===== src/rtl/mcer_pkg.sv =====
// Shared types, register codes and reset values for the echo ranging block.
package mcer_pkg;

  localparam int unsigned CHANNELS_DEF   = 5;
  localparam int unsigned COUNT_BITS_DEF = 16;
  localparam int unsigned ECHO_PINS      = 5;
  localparam int unsigned WIDTH_BITS     = 16;
  localparam int unsigned CFG_DATA_BITS  = 16;
  localparam int unsigned CFG_IDX_BITS   = 2;

  // Configuration register indexes
  localparam logic [CFG_IDX_BITS-1:0] CFG_START   = 2'd0;
  localparam logic [CFG_IDX_BITS-1:0] CFG_TRIGGER = 2'd1;
  localparam logic [CFG_IDX_BITS-1:0] CFG_SAMPLE  = 2'd2;
  localparam logic [CFG_IDX_BITS-1:0] CFG_REST    = 2'd3;

  localparam logic [15:0] START_RST   = 16'd1;
  localparam logic [7:0]  TRIGGER_RST = 8'd4;
  localparam logic [7:0]  SAMPLE_RST  = 8'd15;
  localparam logic [15:0] REST_RST    = 16'd20000;

  typedef enum logic [1:0] {
    PH_START  = 2'd0,
    PH_TRIG   = 2'd1,
    PH_SAMPLE = 2'd2,
    PH_REST   = 2'd3
  } phase_t;

  typedef struct packed {
    logic [15:0] start_ticks;
    logic [7:0]  trigger_ticks;
    logic [7:0]  sample_ticks;
    logic [15:0] rest_ticks;
  } cfg_t;

  typedef struct packed {
    logic sample_tick;
    logic publish;
  } seq_ctrl_t;

endpackage


===== src/rtl/mcer_seq.sv =====
// Phase sequencer: interval timer, ranging phase and shared sample counter.
module mcer_seq #(
  parameter int unsigned COUNT_BITS = mcer_pkg::COUNT_BITS_DEF
) (
  input  logic                    clk,
  input  logic                    rst,
  input  logic                    advance,
  input  mcer_pkg::cfg_t          cfg,
  input  logic                    all_done,
  output mcer_pkg::seq_ctrl_t     ctrl,
  output mcer_pkg::phase_t        phase,
  output logic [COUNT_BITS-1:0]   sample_count_next
);
  import mcer_pkg::*;

  phase_t                phase_next;
  logic [15:0]           wait_count;
  logic [15:0]           wait_count_next;
  logic [COUNT_BITS-1:0] sample_count;
  logic [15:0]           len;
  logic [15:0]           len_eff;
  logic [16:0]           tick_n;
  logic                  ends;

  // Interval timer shared by all phases
  always_comb begin
    unique case (phase)
      PH_START:  len = cfg.start_ticks;
      PH_TRIG:   len = {8'd0, cfg.trigger_ticks};
      PH_SAMPLE: len = {8'd0, cfg.sample_ticks};
      PH_REST:   len = cfg.rest_ticks;
      default:   len = cfg.rest_ticks;
    endcase
    len_eff         = (len == 16'd0) ? 16'd1 : len;
    tick_n          = {1'b0, wait_count} + 17'd1;
    ends            = (tick_n >= {1'b0, len_eff});
    wait_count_next = ends ? 16'd0 : tick_n[15:0];
  end

  assign sample_count_next = sample_count + 1'b1;

  // Next state
  always_comb begin
    phase_next = phase;
    unique case (phase)
      PH_START:  if (ends) phase_next = PH_TRIG;
      PH_TRIG:   if (ends) phase_next = PH_SAMPLE;
      PH_SAMPLE: if (ends && all_done) phase_next = PH_REST;
      PH_REST:   if (ends) phase_next = PH_START;
      default:   phase_next = PH_START;
    endcase
  end

  // Outputs
  always_comb begin
    ctrl = '0;
    unique case (phase)
      PH_SAMPLE: ctrl.sample_tick = ends;
      PH_REST:   ctrl.publish     = ends;
      default:   ctrl = '0;
    endcase
  end

  always_ff @(posedge clk) begin
    if (rst) begin
      phase        <= PH_START;
      wait_count   <= '0;
      sample_count <= '0;
    end else if (advance) begin
      phase      <= phase_next;
      wait_count <= wait_count_next;
      if (ctrl.sample_tick) begin
        sample_count <= all_done ? '0 : sample_count_next;
      end
    end
  end

`ifndef SYNTHESIS
  a_clear_on_all_done: assert property (@(posedge clk) disable iff (rst)
    advance && ctrl.sample_tick && all_done |=> sample_count == '0 && phase == PH_REST)
    else $error("sample counter not cleared on finishing the sampling phase");
`endif

endmodule


===== src/rtl/mcer_lane.sv =====
// One ranging lane: rise stamp, done flag and measured echo width of a channel.
module mcer_lane #(
  parameter int unsigned COUNT_BITS = mcer_pkg::COUNT_BITS_DEF
) (
  input  logic                  clk,
  input  logic                  rst,
  input  logic                  advance,
  input  logic                  sample_tick,
  input  logic                  clear,
  input  logic                  echo,
  input  logic [COUNT_BITS-1:0] sample_count_next,
  output logic                  done_next,
  output logic [COUNT_BITS-1:0] width
);

  logic [COUNT_BITS-1:0] rise;
  logic                  done;
  logic                  rise_hit;
  logic                  fall_hit;

  // a zero stamp reads as not yet risen
  assign rise_hit  = sample_tick && !done && echo && (rise == '0);
  assign fall_hit  = sample_tick && !done && !echo && (rise != '0);
  assign done_next = done || fall_hit;

  always_ff @(posedge clk) begin
    if (rst) begin
      rise  <= '0;
      done  <= 1'b0;
      width <= '0;
    end else if (advance) begin
      if (clear) begin
        rise <= '0;
        done <= 1'b0;
      end else begin
        if (rise_hit) rise <= sample_count_next;
        if (fall_hit) done <= 1'b1;
      end
      if (fall_hit) width <= sample_count_next - rise;
    end
  end

`ifndef SYNTHESIS
  a_done_has_rise: assert property (@(posedge clk) disable iff (rst)
    done |-> rise != '0)
    else $error("channel marked done without a recorded rise");
`endif

endmodule


===== src/rtl/multi_channel_echo_ranging.sv =====
// Top level of the multi-channel echo ranging timer.
//
//  channel  | signals                                       | dir | transfer when
//  ---------+-----------------------------------------------+-----+----------------------
//  in       | in_valid, in_ready, echo_levels               | in  | in_valid & in_ready
//  out      | out_valid, out_ready, trigger_level, publish, | out | out_valid & out_ready
//           | phase, width_ch0..width_ch4                   |     |
//  cfg      | cfg_we, cfg_index, cfg_data                   | in  | cfg_we
//
// Each input transfer is one base timer tick; the tick is applied in the cycle it
// is taken and its result sits in the output register from the next cycle on.
// One tick per clock is sustained while out_ready is high; the output register is
// the only stage, so a held result blocks the next tick (in_ready follows out_ready).
// Synchronous reset returns the block to the start wait phase with all counters,
// stamps, flags and published widths at zero and the registers at their defaults.
module multi_channel_echo_ranging #(
  parameter int unsigned CHANNELS   = mcer_pkg::CHANNELS_DEF,
  parameter int unsigned COUNT_BITS = mcer_pkg::COUNT_BITS_DEF
) (
  input  logic                                clk,
  input  logic                                rst,
  // input ticks
  input  logic                                in_valid,
  output logic                                in_ready,
  input  logic [mcer_pkg::ECHO_PINS-1:0]      echo_levels,
  // results
  output logic                                out_valid,
  input  logic                                out_ready,
  output logic                                trigger_level,
  output logic                                publish,
  output logic [1:0]                          phase,
  output logic [mcer_pkg::WIDTH_BITS-1:0]     width_ch0,
  output logic [mcer_pkg::WIDTH_BITS-1:0]     width_ch1,
  output logic [mcer_pkg::WIDTH_BITS-1:0]     width_ch2,
  output logic [mcer_pkg::WIDTH_BITS-1:0]     width_ch3,
  output logic [mcer_pkg::WIDTH_BITS-1:0]     width_ch4,
  // configuration writes
  input  logic                                cfg_we,
  input  logic [mcer_pkg::CFG_IDX_BITS-1:0]   cfg_index,
  input  logic [mcer_pkg::CFG_DATA_BITS-1:0]  cfg_data
);
  import mcer_pkg::*;

  cfg_t                  cfg;
  seq_ctrl_t             ctrl;
  phase_t                phase_st;
  logic                  advance;
  logic                  all_done;
  logic                  clear;
  logic [COUNT_BITS-1:0] sample_count_next;
  logic [CHANNELS-1:0]   lane_done_next;
  logic [COUNT_BITS-1:0] lane_width [CHANNELS];
  logic [WIDTH_BITS-1:0] published [ECHO_PINS];

  // Take a tick whenever the output register is free or being emptied
  assign in_ready = !out_valid || out_ready;
  assign advance  = in_valid && in_ready;

  // Configuration registers
  always_ff @(posedge clk) begin
    if (rst) begin
      cfg.start_ticks   <= START_RST;
      cfg.trigger_ticks <= TRIGGER_RST;
      cfg.sample_ticks  <= SAMPLE_RST;
      cfg.rest_ticks    <= REST_RST;
    end else if (cfg_we) begin
      unique case (cfg_index)
        CFG_START:   cfg.start_ticks   <= cfg_data;
        CFG_TRIGGER: cfg.trigger_ticks <= cfg_data[7:0];
        CFG_SAMPLE:  cfg.sample_ticks  <= cfg_data[7:0];
        CFG_REST:    cfg.rest_ticks    <= cfg_data;
        default:     cfg.rest_ticks    <= cfg.rest_ticks;
      endcase
    end
  end

  mcer_seq #(
    .COUNT_BITS(COUNT_BITS)
  ) u_seq (
    .clk              (clk),
    .rst              (rst),
    .advance          (advance),
    .cfg              (cfg),
    .all_done         (all_done),
    .ctrl             (ctrl),
    .phase            (phase_st),
    .sample_count_next(sample_count_next)
  );

  // One lane per channel; channels beyond the echo pins see a low level
  for (genvar i = 0; i < CHANNELS; i++) begin : g_lane
    logic echo_bit;
    if (i < ECHO_PINS) begin : g_pin
      assign echo_bit = echo_levels[i];
    end else begin : g_nopin
      assign echo_bit = 1'b0;
    end

    mcer_lane #(
      .COUNT_BITS(COUNT_BITS)
    ) u_lane (
      .clk              (clk),
      .rst              (rst),
      .advance          (advance),
      .sample_tick      (ctrl.sample_tick),
      .clear            (clear),
      .echo             (echo_bit),
      .sample_count_next(sample_count_next),
      .done_next        (lane_done_next[i]),
      .width            (lane_width[i])
    );
  end

  // Merge: the cycle finishes on the sample at which every lane is done
  assign all_done = &lane_done_next;
  assign clear    = ctrl.sample_tick && all_done;

  // Published widths: copy the low bits of each lane at the end of the rest
  for (genvar j = 0; j < ECHO_PINS; j++) begin : g_pub
    if (j < CHANNELS) begin : g_used
      logic [COUNT_BITS+WIDTH_BITS-1:0] ext;
      assign ext = {{WIDTH_BITS{1'b0}}, lane_width[j]};
      always_ff @(posedge clk) begin
        if (rst) begin
          published[j] <= '0;
        end else if (advance && ctrl.publish) begin
          published[j] <= ext[WIDTH_BITS-1:0];
        end
      end
    end else begin : g_unused
      always_ff @(posedge clk) begin
        if (rst) begin
          published[j] <= '0;
        end
      end
    end
  end

  // Output register: phase and widths are the state registers themselves,
  // which only move on a tick transfer, i.e. when this register reloads
  always_ff @(posedge clk) begin
    if (rst) begin
      out_valid <= 1'b0;
      publish   <= 1'b0;
    end else if (advance) begin
      out_valid <= 1'b1;
      publish   <= ctrl.publish;
    end else if (out_ready) begin
      out_valid <= 1'b0;
    end
  end

  assign phase         = phase_st;
  assign trigger_level = (phase_st == PH_TRIG);
  assign width_ch0     = published[0];
  assign width_ch1     = published[1];
  assign width_ch2     = published[2];
  assign width_ch3     = published[3];
  assign width_ch4     = published[4];

`ifndef SYNTHESIS
  a_publish_phase: assert property (@(posedge clk) disable iff (rst)
    out_valid && publish |-> phase_st == PH_START)
    else $error("publish shown outside the start wait phase");

  a_publish_tick: assert property (@(posedge clk) disable iff (rst)
    advance && ctrl.publish |=> out_valid && publish)
    else $error("publishing tick not reflected in the result");

  a_clear_in_sample: assert property (@(posedge clk) disable iff (rst)
    clear |-> phase_st == PH_SAMPLE)
    else $error("lane clear outside the sampling phase");
`endif

endmodule

===== config.mk =====
export PLATFORM = sky130hd
export DESIGN_NAME = multi_channel_echo_ranging
export DESIGN_NICKNAME = d
export VERILOG_FILES = /design/src/rtl/mcer_pkg.sv /design/src/rtl/mcer_seq.sv /design/src/rtl/mcer_lane.sv /design/src/rtl/multi_channel_echo_ranging.sv
export SDC_FILE = /design/constraint.sdc
export NUM_CORES = 1
export LEC_CHECK = 0
export ABC_AREA = 0
export BUFFER_PORTS_ARGS = -buffer_cell sky130_fd_sc_hd__buf_2
export CORE_MARGIN = 4
export CORE_UTILIZATION = 30
export CTS_CLUSTER_SIZE = 14
export DETAILED_ROUTE_END_ITERATION = 10
export HOLD_SLACK_MARGIN = 0.02
export PLACE_DENSITY = 0.56
export REMOVE_ABC_BUFFERS = 1
export SLEW_MARGIN = 30
export SYNTH_ARGS = -nofsm -noshare
export SYNTH_HDL_FRONTEND = slang
export SYNTH_HIERARCHICAL = 1
export SYNTH_SLANG_ARGS = --single-unit
export TNS_END_PERCENT = 5

===== constraint.sdc =====
create_clock -name clk -period 8.5 [get_ports clk]
set_input_delay 0.85 -clock clk [delete_from_list [all_inputs] [get_ports clk]]
set_output_delay 0.85 -clock clk [all_outputs]
set_load 0.02 [all_outputs]

; After elaboration in Yosys (flattened, before gate mapping)
; Memories as Yosys holds them, arrays and structs flattened.
; Cells that the tools add are included.
[word_totals]
mem_count = 1
output_inout_bits = 86
word_cells = 183
mem_bits_rw = 80
input_bits = 28
regBits = 249
[classes]
eq_ne = 10
addsub = 7
magnitude_cmp = 1
mux = 43
n_bitwise = 5
n_reduce_logical = 92
[memory_table]
columns = name, words, word_bits, read_ports, rd_ports_with_merged_regs, write_ports, line
row1 = published, 5, 16, 5, 0, 5, multi_channel_echo_ranging.sv:53  ; logic [WIDTH_BITS-1:0] published [ECHO_PINS];
[op_table]
columns = op, count
row1 = two-way mux 16 bit, 18
row2 = zero test 16 bit, 6
row3 = nonzero test 16 bit, 5
row4 = subtractor 16 bit, 5
row5 = one-hot mux 16 bit (4 select lines), 1
row6 = AND reduction 2 bit, 20
row7 = logical AND 1 bit, 29
row8 = nonzero test 2 bit, 11
row9 = two-way mux 1 bit, 19
row10 = "adder 16 x 1 -> 17 bit, second input constant", 1
row11 = >= comparator 17 x 16 -> 1 bit, 1
row12 = "adder 16 x 1 -> 16 bit, second input constant", 1
row13 = zero test 1 bit, 11
row14 = AND reduction 5 bit, 2
row15 = "== test 2 bit, second input constant", 4
row16 = two-way mux 2 bit, 4
row17 = "!= test 2 x 1 -> 1 bit, second input constant", 4
row18 = one-hot mux 2 bit (4 select lines), 1
row19 = logical OR 1 bit, 6
row20 = OR 1 bit, 5
row21 = "== test 2 x 1 -> 1 bit, second input constant", 2
row22 = zero test 2 bit, 2

; Depth between registers and ports, before layout
[depth]
ltp_word = 14
depth_mapped = 26
depth_no_buf = 21

; Cells and area by module
; Netlist, hierarchy kept.
[modules_own_cells]
columns = mod, n_inst, cells_per_inst, seq_area_each_um2, area_per_inst_um2
row1 = mcer_lane (g_lane[1].u_lane ...), 4, 223, 660.6, 1963.1
row2 = multi_channel_echo_ranging, 1, 400, 3403.3, 4793.3
row3 = mcer_seq, 1, 360, 680.7, 2874.0
row4 = mcer_lane (g_lane[0].u_lane), 1, 233, 660.6, 1976.9

; Worst setup path after synthesis
; No wires, ideal clock.
[synth_timing]
path_kind = reg-to-reg
from = register u_seq.wait_count[2]
to = memory published[0][0], enable pin
arrival_time_ns = 7.051
setup_time_ns = 0.535
path_slack_ns = 0.914
path_stages_with_launch = 16
required_time_ns = 7.965
n_path_buf = 3
synth_period_minus_slack_ns = 7.586
path_cell_list = dfxtp_1 -> buf_2 -> nand2_2 -> or3b_2 -> nor2_1 -> and3_1 -> xor2_1 -> ha_1 -> nand3_1 -> or4_4 -> o211a_4 -> clkbuf_1 -> buf_2 -> nor2b_1 -> nand2_1 -> o21bai_1
[synth_lines]
columns = item, line
row1 = start: declaration, mcer_seq.sv:17  ; logic [15:0] wait_count;
row2 = start signal: assignment, mcer_seq.sv:71  ; wait_count <= wait_count_next;
row3 = end: declaration, multi_channel_echo_ranging.sv:53

==> reports/metrics.yaml <==
global_routing:
  met3_usage_pct: 2.92
  grt_max_degree: 82
  gr-max-usage-layer: "met2"
  grt_pass1_wl_um: 72500
  grtUsageMet2_pct: 22.7
  grt_usage_pct: 14.0
  antenna_found_initial: 2
  grt_overflow: 0
  grt_pass1_vias: 13600
  grtUsageMet1_pct: 18.8
clocking:
  post_cts_buffers: 0
  clock_sinks: 329
  cts_max_level: 2
  tritoncts: "built"
  path_clk_slew_ns: 0.06
  clock_tree.buffer_depth: 3
  cts.hold.buffers_added: 0
  clk_latency_ns: 0.57
  cts_buffers: 38
  clockRootBuffer: "clkbuf_16"
  cts_resized: 0
pwr:
  power_frac_clock_pct: 45.6
  pwr-share-seq_pct: 42.5
  p_comb_share_pct: 11.9
  p_leak_nw: 7.94
  p_sw_share_pct: 26.4
  pwr_density_cell_nw_per_um2: 192
  intPower_mw: 2.85
  p_switching_mw: 1.02
  vdd_ir_drop_max_mv: 0.103
timing:
  finalCritPeriodShare_pct: 77.1
  rsz0062_at_grt: "false"
  setup_viol: 0
  max_clock_freq_mhz: 153
  hold_violations: 0
  period_needed_ns: 6.55
  fin_setup_tns_ns: 0
  maxSlewViolCount: 0
  maxSlewHeadroom_pct: 32.8
  hold-worst-slack_ns: 0.439
  clock_skew_ns: 0.0301
  tightest_slew_ns: 1.00
detailed_routing:
  drtAntennaViolNets: 0
  dr.pass1.iters: 5
  drt_iter0_markers: 839
  vias_per_cell: 5.16
  num_vias: 14300
  routed_wl_um: 45800
  drc: 0
  wl_per_cell_um: 16.6
setup_path:
  critPathKind: "reg2reg"
  path_common_cell: "nor2_1"
  r2r_cells: 18
  r2r-start: "u_seq/wait_count[2]"
  worst-r2r-setup-slack_ns: 1.95
  path_delay_family: "simple AND/OR/NAND/NOR gates"
  critPathArrivalTime_ns: 7.00
  cpMaxStageDelayCell: "and2_1"
  worstSetupEndpointType: "flop"
  cp.buffers_inverters: 1
  worst_setup_path_start_kind: "flop"
  path_cells: "nand2_2, or3b_2, nor2_1, and3_1, xor2_1, ha_1, nand3_1, or4_4, o211a_4, nor2_2, inv_1, o31ai_1, nand2_1, nor2_1, and2_1, a31o_2, a21oi_2, a22o_1"
  cp_slowest_stage_delay_ns: 0.82
  crit_required_ns: 8.95
  r2r_end: "g_lane[0].u_lane/rise[0]"
  critPathMaxFanout: 34
layout:
  layout_common_cells: "dfxtp_1 (249), nand2_1 (181), a21oi_1 (136), inv_1 (118), buf_2 (112)"
  fin_area_sq_um: 20200
  areaGrowthSynthToFinish_pct: 15.2
  multiInputGateArea_sq_um: 9310
  fin_util_pct: 34.9
  instances_no_fill: 2766
  final_common_cell: "dfxtp_1"
  fillers: 5967
  nNetsFinal: 2101
  regArea_sq_um: 7390
  layout-drive-gt1-share_pct: 12.5
placement:
  io_buffers: 113
  finalWeightedCongestion: 0.851
  dp_hpwl_um: 31500
  placed_area_sq_um: 18800
  place_inst: 2695
worst_hold_path:
  hold_end: "g_lane[3].u_lane/width[12]"
  hold_depth: 2
  hold_path_class: "reg2reg"
  min-delay-start: "g_lane[3].u_lane/width[12]"
yosys:
  syn_area_per_cell_sq_um: 9.28
  synth_edf_count: 80
  synth_ff_type: "dfxtp_1"
  ys_ff_latch: 329
  synth_cell_types: 84
  synth_area_sq_um: 17500
  synthArstFlopShare_pct: 0
  ys_warn_count: 6
  synthCells: 1885
  synth_seq_area_share_pct: 42.2
run_status:
  status: "finished clean"
die:
  start_util_pct: 30.3
  core_sq_um: 57700
  die_area_sq_um: 62300
  io_pins: 114
  num_rows: 88
  fp.dieH_um: 250
  die_w_um: 250
flow_run:
  drv_cap: 0
area by class of cell:
type                       instances  share of cell area, %
multi-input combinational       1355                   46.2
sequential                       329                   36.7
clock buffer                      53                   5.56
tap                              765                   4.75
timing repair buffer             127                   3.46
inverter                         119                   2.22
clock inverter                    17                   1.15
antenna                            1                 0.0124
worst reg2reg max path, cell delays in order (launching register included):
cell and delay, ns:
dfxtp_1 0.50, nand2_2 0.13, or3b_2 0.54, nor2_1 0.32, and3_1 0.27, xor2_1 0.10
ha_1 0.30, nand3_1 0.13, or4_4 0.56, o211a_4 0.37, nor2_2 0.55, inv_1 0.09
o31ai_1 0.25, nand2_1 0.10, nor2_1 0.69, and2_1 0.82, a31o_2 0.22, a21oi_2 0.18
a22o_1 0.31
sequential cells by signal, summed over array words and instances, names as in the netlist:
signal               cells
u_seq/phase              2
g_lane.u_lane/done       5
u_seq/wait_count        16
cfg                     48
u_seq/sample_count      16
out_valid                1
published               80
publish                  1
g_lane.u_lane/rise      80
g_lane.u_lane/width     80
worst max-delay path by stage:
stage	slack (ns)	from	cells past startpoint	end
after floorplan	1.16	u_seq/wait_count[2]	12	published[0][0]
after global placement	1.84	u_seq/wait_count[2]	18	g_lane[0].u_lane/rise[9]
after detailed placement	1.71	u_seq/wait_count[2]	18	g_lane[0].u_lane/rise[9]
after CTS	1.70	u_seq/wait_count[2]	18	g_lane[0].u_lane/rise[15]
after global routing	1.46	u_seq/phase[1]	20	g_lane[0].u_lane/rise[9]
final	1.95	u_seq/wait_count[2]	18	g_lane[0].u_lane/rise[0]
power groups by stage:
stage | registers [mW] | clock network (mW) | logic [mW]
global route | 1.65 | 1.89 | 0.513
CTS | 1.65 | 1.83 | 0.461
finish | 1.65 | 1.77 | 0.460
floorplan | 1.70 | 0 | 0.288
detailed placement | 1.68 | 0 | 0.457
global placement | 1.68 | 0 | 0.449
kinds of logic after synthesis:
logic type                 synth area share, %
AOI/OAI and AO/OA                         20.9
xor gates and xnor gates                  3.40
adders and majority gates                 7.58
buffers and inverters                     5.20
DFF                                       42.2
muxes                                    0.172
and+or+nand+nor                           20.5
cells in the mapped netlist, types with 29 or more instances:
master	n	area share (%)
and2_1	92	3.3
and3_1	29	1.0
clkbuf_1	44	0.94
nor3_1	39	1.1
a22o_1	90	4.5
edfxtp_1	80	14
a21oi_1	136	3.9
nand2_1	181	3.9
dfxtp_1	249	28
o21ai_0	92	2.6
inv_1	118	2.5
xnor2_1	31	1.6
nand3_1	48	1.4
ha_1	98	7.0
nor2_1	98	2.1
xor2_1	37	1.9
metal layers:
metal	share of wire, %	wire [um]
met1	46	21100
met2	46	21000
met3	5.2	2400
met4	2.7	1260
met5	0	0
metrics by stage:
| stage | power [mW] | setup slack (ns) |
|---|---|---|
| CTS | 3.94 | 1.70 |
| floorplan | 1.99 | 1.16 |
| global route | 4.06 | 1.46 |
| finish | 3.88 | 1.95 |
| detailed placement | 2.14 | 1.71 |
| global placement | 2.13 | 1.84 |
Note: power is estimated with default switching activity, not from simulation.
